[config.mk]
export PLATFORM = sky130hd
export DESIGN_NAME = ubx_nav_message_field_extractor
export DESIGN_NICKNAME = d
export VERILOG_FILES = /design/src/hdl/ubxfx_pkg.sv /design/src/hdl/ubxfx_field_lookup.sv /design/src/hdl/ubxfx_core.sv /design/src/hdl/ubx_nav_message_field_extractor.sv
export VERILOG_INCLUDE_DIRS = /design/src /design/src/hdl
export SDC_FILE = /design/constraint.sdc
export NUM_CORES = 1
export LEC_CHECK = 0
export ABC_AREA = 1
export BUFFER_PORTS_ARGS = -buffer_cell sky130_fd_sc_hd__buf_2
export CORE_MARGIN = 1.5
export CORE_UTILIZATION = 50
export CTS_CLUSTER_DIAMETER = 60
export DETAILED_ROUTE_END_ITERATION = 10
export GPL_TIMING_DRIVEN = 0
export PLACE_DENSITY = 0.69
export SETUP_SLACK_MARGIN = 0.5
export SLEW_MARGIN = 10
export SYNTH_ARGS = -nofsm -noshare
export SYNTH_HDL_FRONTEND = slang
export SYNTH_SLANG_ARGS = --single-unit
[constraint.sdc]
create_clock -name aclk -period 5.59 [get_ports aclk]
set_input_delay 0.559 -clock aclk [delete_from_list [all_inputs] [get_ports aclk]]
set_output_delay 0.559 -clock aclk [all_outputs]
set_load 0.01 [all_outputs]
[src/hdl/assert_macros.svh]
// Assertion macros shared by the modules of the navigation frame field extractor.
`ifndef ASSERT_MACROS_SVH
`define ASSERT_MACROS_SVH

// Same-cycle implication, checked on aclk and disabled while aresetn is low.
`define UBXFX_ASSERT(lbl, ante, cons) \
    lbl: assert property (@(posedge aclk) disable iff (!aresetn) (ante) |-> (cons)) \
        else $error("Assertion failed.");

// Next-cycle implication, checked on aclk and disabled while aresetn is low.
`define UBXFX_ASSERT_NEXT(lbl, ante, cons) \
    lbl: assert property (@(posedge aclk) disable iff (!aresetn) (ante) |=> (cons)) \
        else $error("Assertion failed.");

`endif

[src/hdl/ubxfx_pkg.sv]
// Package with the frame codes, kinds and field layout of the navigation frame field extractor.
package ubxfx_pkg;

    localparam logic [7:0] SYNC_A      = 8'hB5;
    localparam logic [7:0] SYNC_B      = 8'h62;
    localparam logic [7:0] CLASS_SEC   = 8'h27;
    localparam logic [7:0] ID_UNIQID   = 8'h03;
    localparam logic [7:0] CLASS_NAV   = 8'h01;
    localparam logic [7:0] ID_TIMEUTC  = 8'h21;
    localparam logic [7:0] ID_PVT      = 8'h07;
    localparam logic [7:0] ID_POSLLH   = 8'h02;

    localparam logic [6:0] POS_HUNT  = 7'd0;
    localparam logic [6:0] POS_SYNC  = 7'd1;
    localparam logic [6:0] POS_CLASS = 7'd2;
    localparam logic [6:0] POS_ID    = 7'd3;
    localparam logic [6:0] POS_BODY  = 7'd4;

    localparam int NUM_FIELDS = 28;

    typedef enum logic [1:0] {
        KIND_UID = 2'd0,
        KIND_UTC = 2'd1,
        KIND_PVT = 2'd2,
        KIND_GEO = 2'd3
    } kind_e;

    typedef struct packed {
        logic [6:0] start;
        logic [2:0] len;
        logic [3:0] id;
        logic       sgn;
        kind_e      kind;
        logic       last;
    } field_desc_t;

    typedef struct packed {
        logic       hit;
        logic       field_end;
        logic [2:0] off;
        logic       sgn;
        logic       last;
        logic [3:0] id;
        logic       past_end;
    } lookup_t;

    localparam field_desc_t FIELD_TABLE [NUM_FIELDS] = '{
        '{7'd10, 3'd5, 4'd15, 1'b0, KIND_UID, 1'b1},
        '{7'd18, 3'd2, 4'd0,  1'b0, KIND_UTC, 1'b0},
        '{7'd20, 3'd1, 4'd1,  1'b0, KIND_UTC, 1'b0},
        '{7'd21, 3'd1, 4'd2,  1'b0, KIND_UTC, 1'b0},
        '{7'd22, 3'd1, 4'd3,  1'b0, KIND_UTC, 1'b0},
        '{7'd23, 3'd1, 4'd4,  1'b0, KIND_UTC, 1'b0},
        '{7'd24, 3'd1, 4'd5,  1'b0, KIND_UTC, 1'b1},
        '{7'd10, 3'd2, 4'd0,  1'b0, KIND_PVT, 1'b0},
        '{7'd12, 3'd1, 4'd1,  1'b0, KIND_PVT, 1'b0},
        '{7'd13, 3'd1, 4'd2,  1'b0, KIND_PVT, 1'b0},
        '{7'd14, 3'd1, 4'd3,  1'b0, KIND_PVT, 1'b0},
        '{7'd15, 3'd1, 4'd4,  1'b0, KIND_PVT, 1'b0},
        '{7'd16, 3'd1, 4'd5,  1'b0, KIND_PVT, 1'b0},
        '{7'd26, 3'd1, 4'd6,  1'b0, KIND_PVT, 1'b0},
        '{7'd30, 3'd4, 4'd7,  1'b1, KIND_PVT, 1'b0},
        '{7'd34, 3'd4, 4'd8,  1'b1, KIND_PVT, 1'b0},
        '{7'd38, 3'd4, 4'd9,  1'b1, KIND_PVT, 1'b0},
        '{7'd42, 3'd4, 4'd10, 1'b1, KIND_PVT, 1'b0},
        '{7'd46, 3'd4, 4'd11, 1'b0, KIND_PVT, 1'b0},
        '{7'd50, 3'd4, 4'd12, 1'b0, KIND_PVT, 1'b0},
        '{7'd66, 3'd4, 4'd13, 1'b1, KIND_PVT, 1'b0},
        '{7'd70, 3'd4, 4'd14, 1'b1, KIND_PVT, 1'b1},
        '{7'd10, 3'd4, 4'd7,  1'b1, KIND_GEO, 1'b0},
        '{7'd14, 3'd4, 4'd8,  1'b1, KIND_GEO, 1'b0},
        '{7'd18, 3'd4, 4'd9,  1'b1, KIND_GEO, 1'b0},
        '{7'd22, 3'd4, 4'd10, 1'b1, KIND_GEO, 1'b0},
        '{7'd26, 3'd4, 4'd11, 1'b0, KIND_GEO, 1'b0},
        '{7'd30, 3'd4, 4'd12, 1'b0, KIND_GEO, 1'b1}
    };

    // Offset of the last byte used by each kind.
    localparam logic [6:0] KIND_END [4] = '{7'd14, 7'd24, 7'd73, 7'd33};

    localparam logic [6:0] POS_MAX = 7'd73;

endpackage

[src/hdl/ubxfx_field_lookup.sv]
// Field layout lookup: maps a message kind and frame offset to the field that byte belongs to.
module ubxfx_field_lookup
    import ubxfx_pkg::*;
(
    input  kind_e      kind,
    input  logic [6:0] pos,
    output lookup_t    lk
);

    logic [7:0] stop;
    logic [6:0] rel;

    always_comb begin
        lk          = '0;
        lk.past_end = (pos > KIND_END[kind]);
        for (int i = 0; i < NUM_FIELDS; i++) begin
            stop = {1'b0, FIELD_TABLE[i].start} + {5'b0, FIELD_TABLE[i].len};
            rel  = pos - FIELD_TABLE[i].start;
            if (FIELD_TABLE[i].kind == kind && pos >= FIELD_TABLE[i].start
                    && {1'b0, pos} < stop) begin
                lk.hit       = 1'b1;
                lk.off       = rel[2:0];
                lk.field_end = (rel[2:0] == FIELD_TABLE[i].len - 3'd1);
                lk.sgn       = FIELD_TABLE[i].sgn;
                lk.last      = FIELD_TABLE[i].last;
                lk.id        = FIELD_TABLE[i].id;
            end
        end
    end

endmodule

[src/hdl/ubxfx_core.sv]
// Frame tracker, field assembler and result register of the navigation frame field extractor.
module ubxfx_core
    import ubxfx_pkg::*;
(
    input  logic               aclk,
    input  logic               aresetn,
    input  logic               byte_valid,
    input  logic [7:0]         byte_data,
    output logic               byte_ready,
    output logic               m_valid,
    input  logic               m_ready,
    output logic [3:0]         m_field_id,
    output logic signed [40:0] m_field_value,
    output logic [1:0]         m_message_kind,
    output logic               m_last_of_message
);

`include "assert_macros.svh"

    logic [6:0]  pos_reg, pos_next;
    kind_e       kind_reg, kind_next;
    logic [7:0]  class_reg, class_next;
    logic [39:0] acc_reg, acc_next;

    logic               m_valid_reg, m_valid_next;
    logic [3:0]         id_reg, id_next;
    logic signed [40:0] value_reg, value_next;
    logic [1:0]         mkind_reg, mkind_next;
    logic               mlast_reg, mlast_next;

    lookup_t     lk;
    logic        step;
    logic        emit;
    logic [39:0] acc_base;
    logic [39:0] acc_new;

    ubxfx_field_lookup u_lookup (
        .kind (kind_reg),
        .pos  (pos_reg),
        .lk   (lk)
    );

    assign byte_ready = !m_valid_reg || m_ready;
    assign step       = byte_valid && byte_ready;
    assign acc_base   = (lk.off == 3'd0) ? 40'd0 : acc_reg;
    assign acc_new    = acc_base | ({32'd0, byte_data} << {lk.off, 3'b000});
    assign emit       = step && pos_reg >= POS_BODY && !lk.past_end && lk.hit && lk.field_end;

    always_comb begin
        pos_next   = pos_reg;
        kind_next  = kind_reg;
        class_next = class_reg;
        acc_next   = acc_reg;
        if (step) begin
            if (pos_reg == POS_HUNT) begin
                pos_next = (byte_data == SYNC_A) ? POS_SYNC : POS_HUNT;
            end else if (pos_reg == POS_SYNC) begin
                if (byte_data == SYNC_B) begin
                    pos_next = POS_CLASS;
                end else if (byte_data == SYNC_A) begin
                    pos_next = POS_SYNC;
                end else begin
                    pos_next = POS_HUNT;
                end
            end else if (pos_reg == POS_CLASS) begin
                class_next = byte_data;
                pos_next   = POS_ID;
            end else if (pos_reg == POS_ID) begin
                pos_next = POS_BODY;
                if (class_reg == CLASS_SEC && byte_data == ID_UNIQID) begin
                    kind_next = KIND_UID;
                end else if (class_reg == CLASS_NAV && byte_data == ID_TIMEUTC) begin
                    kind_next = KIND_UTC;
                end else if (class_reg == CLASS_NAV && byte_data == ID_PVT) begin
                    kind_next = KIND_PVT;
                end else if (class_reg == CLASS_NAV && byte_data == ID_POSLLH) begin
                    kind_next = KIND_GEO;
                end else begin
                    pos_next = POS_HUNT;
                end
            end else if (lk.past_end) begin
                pos_next = POS_HUNT;
            end else begin
                pos_next = pos_reg + 7'd1;
                if (lk.hit) begin
                    acc_next = acc_new;
                    if (lk.field_end && lk.last) begin
                        pos_next = POS_HUNT;
                    end
                end
            end
        end
    end

    always_comb begin
        m_valid_next = m_valid_reg;
        id_next      = id_reg;
        value_next   = value_reg;
        mkind_next   = mkind_reg;
        mlast_next   = mlast_reg;
        if (emit) begin
            m_valid_next = 1'b1;
            id_next      = lk.id;
            mkind_next   = kind_reg;
            mlast_next   = lk.last;
            if (lk.sgn) begin
                value_next = {{9{acc_new[31]}}, acc_new[31:0]};
            end else begin
                value_next = {1'b0, acc_new};
            end
        end else if (m_ready) begin
            m_valid_next = 1'b0;
        end
    end

    always_ff @(posedge aclk) begin
        if (!aresetn) begin
            pos_reg     <= POS_HUNT;
            kind_reg    <= KIND_UID;
            class_reg   <= 8'd0;
            acc_reg     <= 40'd0;
            m_valid_reg <= 1'b0;
        end else begin
            pos_reg     <= pos_next;
            kind_reg    <= kind_next;
            class_reg   <= class_next;
            acc_reg     <= acc_next;
            m_valid_reg <= m_valid_next;
        end
    end

    always_ff @(posedge aclk) begin
        id_reg    <= id_next;
        value_reg <= value_next;
        mkind_reg <= mkind_next;
        mlast_reg <= mlast_next;
    end

    assign m_valid           = m_valid_reg;
    assign m_field_id        = id_reg;
    assign m_field_value     = value_reg;
    assign m_message_kind    = mkind_reg;
    assign m_last_of_message = mlast_reg;

    `UBXFX_ASSERT(a_pos_in_range, 1'b1, pos_reg <= POS_MAX)
    `UBXFX_ASSERT_NEXT(a_kind_held_in_body, pos_reg > POS_ID, $stable(kind_reg))
    `UBXFX_ASSERT_NEXT(a_last_resumes_hunt, emit && lk.last, pos_reg == POS_HUNT)

endmodule

[src/hdl/ubx_nav_message_field_extractor.sv]
// Top level of the navigation frame field extractor: input register and field extraction core.
//
// The block accepts one received byte per cycle and emits at most one extracted field per
// byte. A byte is registered in the input register and then passes through the frame
// tracker and field assembler into the result register. The sustained rate is one byte per
// cycle; the only throttle is a held result, which stalls the input register while m_ready
// stays low.
module ubx_nav_message_field_extractor
    import ubxfx_pkg::*;
(
    input  logic               aclk,
    input  logic               aresetn,
    input  logic               s_valid,
    output logic               s_ready,
    input  logic [7:0]         s_rx_byte,
    output logic               m_valid,
    input  logic               m_ready,
    output logic [3:0]         m_field_id,
    output logic signed [40:0] m_field_value,
    output logic [1:0]         m_message_kind,
    output logic               m_last_of_message
);

`include "assert_macros.svh"

    logic       in_valid_reg, in_valid_next;
    logic [7:0] in_byte_reg, in_byte_next;
    logic       core_ready;

    assign s_ready = !in_valid_reg || core_ready;

    always_comb begin
        in_valid_next = in_valid_reg;
        in_byte_next  = in_byte_reg;
        if (s_ready) begin
            in_valid_next = s_valid;
            in_byte_next  = s_rx_byte;
        end
    end

    always_ff @(posedge aclk) begin
        if (!aresetn) begin
            in_valid_reg <= 1'b0;
        end else begin
            in_valid_reg <= in_valid_next;
        end
    end

    always_ff @(posedge aclk) begin
        in_byte_reg <= in_byte_next;
    end

    ubxfx_core u_core (
        .aclk              (aclk),
        .aresetn           (aresetn),
        .byte_valid        (in_valid_reg),
        .byte_data         (in_byte_reg),
        .byte_ready        (core_ready),
        .m_valid           (m_valid),
        .m_ready           (m_ready),
        .m_field_id        (m_field_id),
        .m_field_value     (m_field_value),
        .m_message_kind    (m_message_kind),
        .m_last_of_message (m_last_of_message)
    );

    `UBXFX_ASSERT_NEXT(a_held_byte_kept, in_valid_reg && !core_ready,
                       in_valid_reg && $stable(in_byte_reg))

endmodule

Yosys cells after proc, flatten, opt, wreduce, memory -nomap -nowiden. Cells that the tools add are included.

Latch bits: 0. Bits in writable memories: 0. Bits in registers: 115. Bits of input ports: 12. Memories kept: 0. Output and inout port bits: 50. Logic and storage cells: 264. Memory bits (read-only): 0.

Reduce and logical (&&, ||, !) cells: 91. Shift-type cells: 1. Div/mod/pow operators: 0. Multipliers: 0. Eq/ne operators: 30. Order comparisons: 48. Add/sub/neg operators: 22. Multiplexer cells: 52. Bitwise gates (word level): 7.

Operators by type and width (number): 11-bit two-way mux (28); 7-bit two-way mux (13); 7-bit by 5-bit less-than comparator with 1-bit output (second input constant) (12); 40-bit two-way mux (2); 1-bit logical AND (66); 7-bit by 5-bit greater-or-equal comparator with 1-bit output (second input constant) (9); 7-bit by 6-bit less-than comparator with 1-bit output (second input constant) (6); 40-bit OR (1); 8-bit by 6-bit << shifter with 40-bit output (1); 3-bit by 2-bit == test with 1-bit output (second input constant) (13); 3-bit logical NOT (12); 3-bit subtractor (second input constant) (12); 7-bit by 4-bit greater-or-equal comparator with 1-bit output (second input constant) (5); 7-bit by 6-bit greater-or-equal comparator with 1-bit output (second input constant) (5); 7-bit by 4-bit less-than comparator with 1-bit output (second input constant) (4); 3-bit by 2-bit subtractor with 3-bit output (second input constant) (7); 8-bit by 2-bit == test with 1-bit output (second input constant) (2); 8-bit by 6-bit == test with 1-bit output (second input constant) (2); 7-bit binary-select mux with 2-bit select (1); 7-bit by 2-bit == test with 1-bit output (second input constant) (2); 7-bit greater-or-equal comparator (second input constant) (2); 7-bit less-than comparator (second input constant) (2); 8-bit by 1-bit == test with 1-bit output (second input constant) (1); 8-bit by 3-bit == test with 1-bit output (second input constant) (1); other kinds (27) (42).

Logic depth before layout (Yosys ltp). Gate-level depths: netlist of run 1.

Word-level depth: 39. Mapped depth: 34. Mapped depth without buffers: 34.

By module. Synthesis of run 1 repeated with hierarchy kept, for this count alone.

Cell total of the unflattened synthesis: 987. Area, all modules: 7098.1 sq um.

Modules (own cells, without submodules): ubxfx_core (area each 4700.8 sq um, sequential area each 2602.5 sq um, cells an instance 576, instances 1); ubxfx_field_lookup (area each 2110.8 sq um, sequential area each 0.0 sq um, cells an instance 397, instances 1); ubx_nav_message_field_extractor (area each 286.5 sq um, sequential area each 260.2 sq um, cells an instance 14, instances 1).

Worst setup path before layout of run 1. No wires, ideal clock.

Path kind: reg-to-reg. From: reg u_core.pos_reg[1]. To: reg u_core.id_reg[0], in the netlist u_core.m_field_id[0], enable pin. Stages on the path, launching flop included: 19. Period minus slack after synthesis: 4306 ps. Library setup time: 402 ps. Data required time: 5188 ps. Setup slack: 1284 ps. Path buffers: 1. Arrival: 3904 ps. Cells stage by stage: dfxtp_1 -> clkinv_1 -> ha_1 -> inv_1 -> nand2_2 -> o21ai_1 -> nor2_1 -> nor3_1 -> nor2_1 -> nand2_1 -> nor2_1 -> nand4_2 -> nor2_1 -> nand2_1 -> nand4_1 -> inv_2 -> buf_2 -> nand3_1 -> inv_1.

Word-level cells in the longest chain between the ends: 33. Elaborated cells between the ends (all ways): 184. Classes of those cells: 21 x add/sub; 47 x order compare; 16 x eq/ne; 28 x mux; 72 x reduce/logical.

RTL lines: from (decl) (line ubxfx_core.sv:20) `logic [6:0] pos_reg, pos_next;`; from (signal assigned) (line ubxfx_core.sv:124) `pos_reg <= pos_next;`; 7-bit by 4-bit greater-or-equal comparator with 1-bit output (line ubxfx_field_lookup.sv:19) `if (FIELD_TABLE[i].kind == kind && pos >= FIELD_TABLE[i].start`; 1-bit logical AND (line ubxfx_field_lookup.sv:19); 1-bit logical AND (line ubxfx_field_lookup.sv:20) `&& {1'b0, pos} < stop) begin`; 11-bit two-way mux (28 in a row) (line ubxfx_field_lookup.sv:19); 1-bit logical AND (line ubxfx_core.sv:47) `assign emit = step && pos_reg >= POS_BODY && !lk.past_end && lk.hit && lk.field_end;`; 1-bit logical AND (*) (line ubxfx_core.sv:47); named net u_core.emit (line ubxfx_core.sv:33) `logic emit;`; to (signal assigned) (line ubxfx_core.sv:133) `id_reg <= id_next;`; to (decl) (line ubxfx_core.sv:26) `logic [3:0] id_reg, id_next;`.

Mark *: on every way through the listed nets, which the timed path passes. The rest lies on a longest branch. A chain may end at the register's enable or synchronous reset.

Final worst setup path of run 1.
From: reg u_core.pos_reg[1]. To: reg u_core.id_reg[1], in the netlist u_core.m_field_id[1], enable pin.

The elaborated chain is that of the path after synthesis.

==> out/qor.txt, run 1 <==
Run status = finished clean
RSZ-0062 raised after global routing = false
Largest register FFs = 41
Port bufs = 61
Hold Startpoint = s_rx_byte[6]
Die width = 122 um
Hold Path Stages = 1
Clock sink count = 115
CTS Root Cell = clkbuf_16
Vias in the first global route = 6073
Post-synthesis register bit count = 115
Leak pwr = 3.91 nW
Startpoint Class = flop
Reg2reg setup slack = 920 ps
Netlist Area Pre-Place = 7040 um^2
Die Y = 122 um
Detail Placement HPWL = 15000 um
Layout cells sized above 1 = 15.2%
Seq pwr share = 39.9%
PD cells = 274 nW/um^2
Internal cell power = 1.71 mW
Switching power = 0.549 mW
Synth area leaders = edfxtp_1 (24%), dfxtp_1 (17%), nand2_1 (12%)
Max-slew violation count = 0
Clk_skew = 8.90 ps
FF-to-FF Start = u_core.pos_reg[1]
Ant diodes = 0
Crit path arrival time = 4770 ps
Pin count of the biggest net entering global routing = 44
Hold Crit Class = in2reg
Synth unique cells = 51
Synth top area share = 23.9%
Initial core utilization = 50.9%
Worst reg2reg path depth = 20
CTS H-tree lvls = 4
Routed wire length = 19600 um
Area leader, netlist = edfxtp_1
Die area = 14800 um^2
MaxCap Viol Count = 0
Max Fclk = 214 MHz
Drc violations = 0
Max-slew headroom = 52.0%
Synth Net Count = 1017
Clock Tree Buf Depth = 2
# rows = 43
Layout Utilization = 59.6%
Final worst slack = 921 ps
CTS Buf Count = 17
All-Layer GR Usage = 27.6%
Sequential area share after synthesis = 40.7%
Number of synthesized flops with an enable pin = 56
Nets = 1100
CTS Hold Bufs = 0
Reg2reg end = u_core.m_field_id[1]
Clock latency on the worst-skew pair = 420 ps
Total vias in the final route = 6878
Worst IR drop on VDD = 227 uV
Critical Path RT = 5690 ps
Pre-CTS WS = 99.6 ps
Core box area = 13800 um^2
Clock power frac = 49.6%
Final setup fails = 0
Gr ovfl total = 0
Crit-path max FO = 43
Placer Congestion = 1.01
First-pass GRT wire length = 31300 um
Synth warnings = 0
TritonCTS clock tree = done
Average wire per standard cell = 15.6 um
Io pins = 62
Period Utilization, post-route = 83.5%
Top_reg_cell synth = dfxtp_1
Initial antenna violation count = 0
Post-synth ARST share = 0%
Worst Tran Pin Value = 715 ps
Post-DRT Antenna Nets = 0
Layout area overhead = 17.0%
Initial DRC Count = 778
DR pass1 iterations = 6
Switch share = 24.3%
Vias/cell = 5.45
Gate Count Post-Synth = 986
Hold endpoint = in_byte_reg[6]
Crit Path Category = reg2reg
CTS clk-pin slew, worst paths = 60 ps
Final Hold Viols = 0
Syn Area/Cell = 7.14 um^2
Min Tclk post-route = 4670 ps
CP Capture Type = flop
Combinational Power Share = 10.5%
-- layout by cell type, fill, tap and decap left out, drive strengths merged --
master,instances
clkinv,9
o211ai,5
o41ai,1
a22oi,1
nor2,152
nor4,6
bufinv,4
and3,1
nand3,91
nand2,236
buf,83
clkinvlp,4
o31ai,1
o2111ai,2
a211oi,1
dfxtp,59
a31oi,4
clkbuf,30
a41oi,2
edfxtp,56
a221oi,2
ha,19
nand4,16
o21a,1
or3,1
a21boi,3
o311ai,2
inv,132
xor2,2
nor3,17
a21oi,55
a31o,1
or2,8
o21ai,75
-- per-stage QoR --
step / total power, mW / area [um^2] / hold WS [ps] / TNS [ps] / instances
2_1_floorplan: 1.08 / 7040 / 496 / 0 / 986
3_3_place_gp: 1.15 / 7570 / 496 / -40820 / 1227
3_5_place_dp: 1.15 / 7590 / 507 / 0 / 1228
4_1_cts: 2.27 / 8220 / 309 / 0 / 1260
5_1_grt: 2.33 / 8230 / 302 / 0 / 1262
6_report: 2.26 / 8230 / 317 / 0 / 1262
-- power groups by stage --
stage                     clock, mW  sequential [mW]  combinational (mW)
final                          1.12            0.901               0.236
after detailed placement          0            0.918               0.230
after global routing           1.17            0.902               0.262
after floorplan                   0            0.917               0.168
after global placement            0            0.918               0.230
after CTS                      1.13            0.901               0.231
-- routing by layer --
metal,wire [um],global-route usage (%),share of wire [%],vias to the layer above
li1,-,-,-,3414
met1,9280,40.1,47,3158
met2,8440,40.3,43,274
met3,1530,6.09,7.8,32
met4,386,9.85,2.0,0
met5,0,0,0,-
-- final cells by class --
type / instances / area (um^2)
plain buffers: 31 / 168
multi-input cells: 705 / 3500
fillers: 1275 / 5590
clock inverters: 14 / 186
clock buffers: 18 / 429
well taps: 180 / 225
repair buffers: 64 / 340
flip-flops and latches: 115 / 2860
inverters: 135 / 520
-- worst max-delay path, stage by stage, from the launching register on --
cell	delay, ps
dfxtp_1	640
clkinv_2	380
ha_1	340
inv_1	180
nand2_2	120
o21ai_1	170
nor2_1	70
nor3_1	380
nor2_1	110
nand2_1	100
nor2_1	70
nand4_2	130
nor2_1	70
nand2_1	130
nand4_1	90
buf_4	170
inv_2	150
buf_2	280
nand3_1	220
inv_2	230
buf_12	250
-- logic make-up (layout without fill, tap and decap cells) --
kind of cell / Yosys count / in the layout / share of synthesized area, %
fa+ha+maj: 19 / 19 / 3.38
simple gates: 528 / 528 / 33.3
buf+inv: 166 / 262 / 9.76
flops: 115 / 115 / 40.7
compound gates: 156 / 156 / 12.7
xor+xnor: 2 / 2 / 0.249
-- repair_timing --
| action | CTS | global route |
|---|---|---|
| buffers inserted | 0 | 2 |
| setup endpoints to repair | 48 | 48 |
| gates resized for setup | 3 | 0 |
-- how the worst max path moves through the flow --
| stage | start | end | slack, ps | cells past startpoint |
|---|---|---|---|---|
| global route | u_core.pos_reg[1] | u_core.m_field_value[37] | 680 | 20 |
| CTS | u_core.pos_reg[1] | u_core.m_field_value[37] | 510 | 19 |
| finish | u_core.pos_reg[1] | u_core.m_field_id[1] | 920 | 20 |
| global placement | u_core.pos_reg[1] | u_core.m_field_id[2] | -860 | 18 |
| detailed placement | u_core.pos_reg[1] | u_core.m_field_id[2] | 100 | 19 |
| floorplan | u_core.pos_reg[1] | u_core.m_field_id[0] | 1280 | 18 |
-- Yosys cell counts, types with 2 or more instances --
cell	n
inv_1	118
a31oi_1	4
nand2_1	224
nand3_2	2
xor2_1	2
buf_6	2
a21boi_0	2
edfxtp_1	56
nor4_1	6
a221oi_1	2
a21oi_1	53
clkinv_1	4
o211ai_1	5
buf_1	2
o21ai_1	22
buf_4	7
dfxtp_1	59
inv_2	9
nor2_2	8
o21ai_0	50
inv_4	3
buf_2	8
clkbuf_1	12
a21oi_4	2
nand2_2	10
nor2_4	4
a41oi_1	2
o21ai_2	3
nor2_1	139
nand3_1	87
nor3_1	17
ha_1	19
or2_0	8
nand4_1	15
nand3_4	2
o2111ai_1	2
nand2_4	2
Power figures use the tool's default switching activity.
==> run 2, diff against run 1 <==
Settings changed: PLACE_DENSITY 0.69 to 0.71.
Clock period 5.59 ns to 3.8 ns, I/O delays scaled along.
==> out/qor.txt, run 2 (synthesis gave the netlist of run 1 again) <==
Placer Congestion = 0.940 (-6.9%)
Die area = 14800 um^2 (unchanged)
All-Layer GR Usage = 29.4% (+1.8 points)
CTS Hold Bufs = 0 (unchanged)
Initial DRC Count = 781 (+0.39%)
Io pins = 62 (unchanged)
Layout cells sized above 1 = 28.3% (+13 points)
Clock latency on the worst-skew pair = 420 ps (about the same)
Vias in the first global route = 6608 (+8.8%)
Pin count of the biggest net entering global routing = 17 (-61%)
MaxCap Viol Count = 0 (unchanged)
Leak pwr = 4.33 nW (+11%)
Core box area = 13800 um^2 (unchanged)
Routed wire length = 21300 um (+8.3%)
Min Tclk post-route = 3420 ps (-1250 ps)
Layout area overhead = 33.7%
Hold WS = 136 ps (-181 ps)
Most frequent cells in the layout = nand2_1 (202), nor2_1 (123), inv_1 (108)
Max-slew headroom = 44.8% (-7.2 points)
Clk_skew = 5.56 ps (-3.34 ps)
Crit path arrival time = 3740 ps (-1030 ps)
Largest register FFs = 41 (unchanged)
Startpoint Class = flop
CP Capture Type = flop
Initial antenna violation count = 0 (unchanged)
Final instance area = 9420 um^2 (+14%)
DP Area = 7690 um^2 (+1.3%)
Max-slew violation count = 0 (unchanged)
CTS H-tree lvls = 4 (unchanged)
Final setup fails = 0 (unchanged)
CTS Root Cell = clkbuf_16
Drc violations = 0 (unchanged)
Hold Crit Class = in2reg
First-pass GRT wire length = 33300 um (+6.5%)
Crit-path max FO = 10 (-77%)
Port bufs = 61 (unchanged)
# rows = 43 (unchanged)
Detail Placement HPWL = 14500 um (-3.1%)
Die Y = 122 um (unchanged)
Ant diodes = 0 (unchanged)
CP endpoint = u_core.acc_reg[15]
Gr ovfl total = 0 (unchanged)
Critical Path RT = 4120 ps (-1570 ps)
CTS Buf Count = 17 (unchanged)
Post-DRT Antenna Nets = 0 (unchanged)
Period Utilization, post-route = 90.0% (+6.5 points)
RSZ-0062 raised after global routing = true
CTS clk-pin slew, worst paths = 50 ps (about the same)
Leading cell type in the layout, fill and taps excluded = nand2_1
Switch share = 25.5% (+1.1 points)
Clock sink count = 115 (unchanged)
Worst IR drop on VDD = 336 uV (+48%)
Switching power = 0.835 mW (+52%)
Total vias in the final route = 7260 (+5.6%)
Internal cell power = 2.45 mW (+43%)
TritonCTS clock tree = done
Reg2reg end = u_core.acc_reg[15]
DR pass1 iterations = 7 (+1)
Reg2reg setup slack = 380 ps (-540 ps)
Average wire per standard cell = 16.0 um (+3.0%)
Max Fclk = 292 MHz (+36%)
Initial core utilization = 50.9% (unchanged)
Crit Path Category = reg2reg
Seq pwr share = 40.4% (+0.5 points)
Clock Tree Buf Depth = 2 (unchanged)
Die width = 122 um (unchanged)
Worst Tran Pin Value = 825 ps (+110 ps)
Run status = finished clean
PD cells = 348 nW/um^2 (+27%)
Final Hold Viols = 0 (unchanged)
FF-to-FF Start = u_core.pos_reg[2]
Crit. Startpoint = u_core.pos_reg[2]
Nets = 1166 (+6.0%)
Combinational Power Share = 13.6% (+3.1 points)
Clock power frac = 46.0% (-3.6 points)
Worst reg2reg path depth = 25 (+25%)
Vias/cell = 5.47 (+0.38%)
## run 2: worst max-delay path: stages, from the launching register on
cell,delay (ps)
dfxtp_4,360
buf_12,130
clkinv_8,50
ha_4,170
inv_6,50
buf_4,130
o21ai_2,180
o21ai_1,120
nand3_2,110
inv_2,50
nor2_2,120
nand2_1,100
nor2_2,190
nand4_4,150
nor2_2,150
o211ai_1,120
nand2_2,160
inv_4,90
nor2_4,130
nand3_4,130
buf_4,170
buf_8,130
nand2_1,90
nand3_1,100
nand2_1,90
inv_1,40
## run 2: per-layer routing
metal | GRT usage [%] | vias to the layer above | share of wire, %
li1 | - | 3548 | -
met1 | 39.4 | 3355 | 44
met2 | 45.7 | 321 | 45
met3 | 8.52 | 36 | 8.9
met4 | 10.2 | 0 | 2.0
met5 | 0 | - | 0
## run 2: worst min-delay path by stage
| stage | endpoint | slack, ps | startpoint | cells past startpoint |
|---|---|---|---|---|
| floorplan | in_byte_reg[0] | 480 | s_rx_byte[0] | 0 |
| global placement | u_core.m_valid | 500 | u_core.m_valid | 2 |
| detailed placement | u_core.m_valid | 500 | u_core.m_valid | 2 |
| CTS | in_byte_reg[6] | 130 | s_rx_byte[6] | 1 |
| global route | in_byte_reg[0] | 120 | s_rx_byte[0] | 1 |
| finish | in_byte_reg[6] | 140 | s_rx_byte[6] | 1 |
## run 2: layout make-up
cell class,instances,area (um^2)
Inverter,135,577
Multi-Input combinational cell,706,4010
Tap cell,180,225
Clock inverter,11,113
Timing Repair Buffer,125,880
Buffer,31,256
Timing Repair inverter,4,30.0
Fill cell,1140,4410
Sequential cell,115,2880
Clock buffer,20,447
## run 2: what timing repair did
item | 4_1_cts | 5_1_grt
resized for setup | 75 | 91
pin swaps | 16 | 40
gates cloned | 7 | 0
setup buffers | 42 | 20
setup endpoints to repair | 137 | 137
## run 2: through the flow
step	std cells	power (mW)	utilization, %	setup slack, ps	TNS, ps
after floorplan	986	1.60	-	386	0
after global placement	1227	1.69	55.6	-941	-46420
after detailed placement	1227	1.69	55.6	-965	-46240
after CTS	1307	3.22	64.9	482	0
after global routing	1327	3.38	68.1	179	0
final	1327	3.28	68.1	378	0
## run 2: power groups by stage
stage          Combinational [mW]  Sequential (mW)  Clock, mW
2_1_floorplan               0.249             1.35          0
3_3_place_gp                0.341             1.35          0
3_5_place_dp                0.340             1.35          0
4_1_cts                     0.375             1.32       1.52
5_1_grt                     0.481             1.33       1.58
6_report                    0.445             1.33       1.51
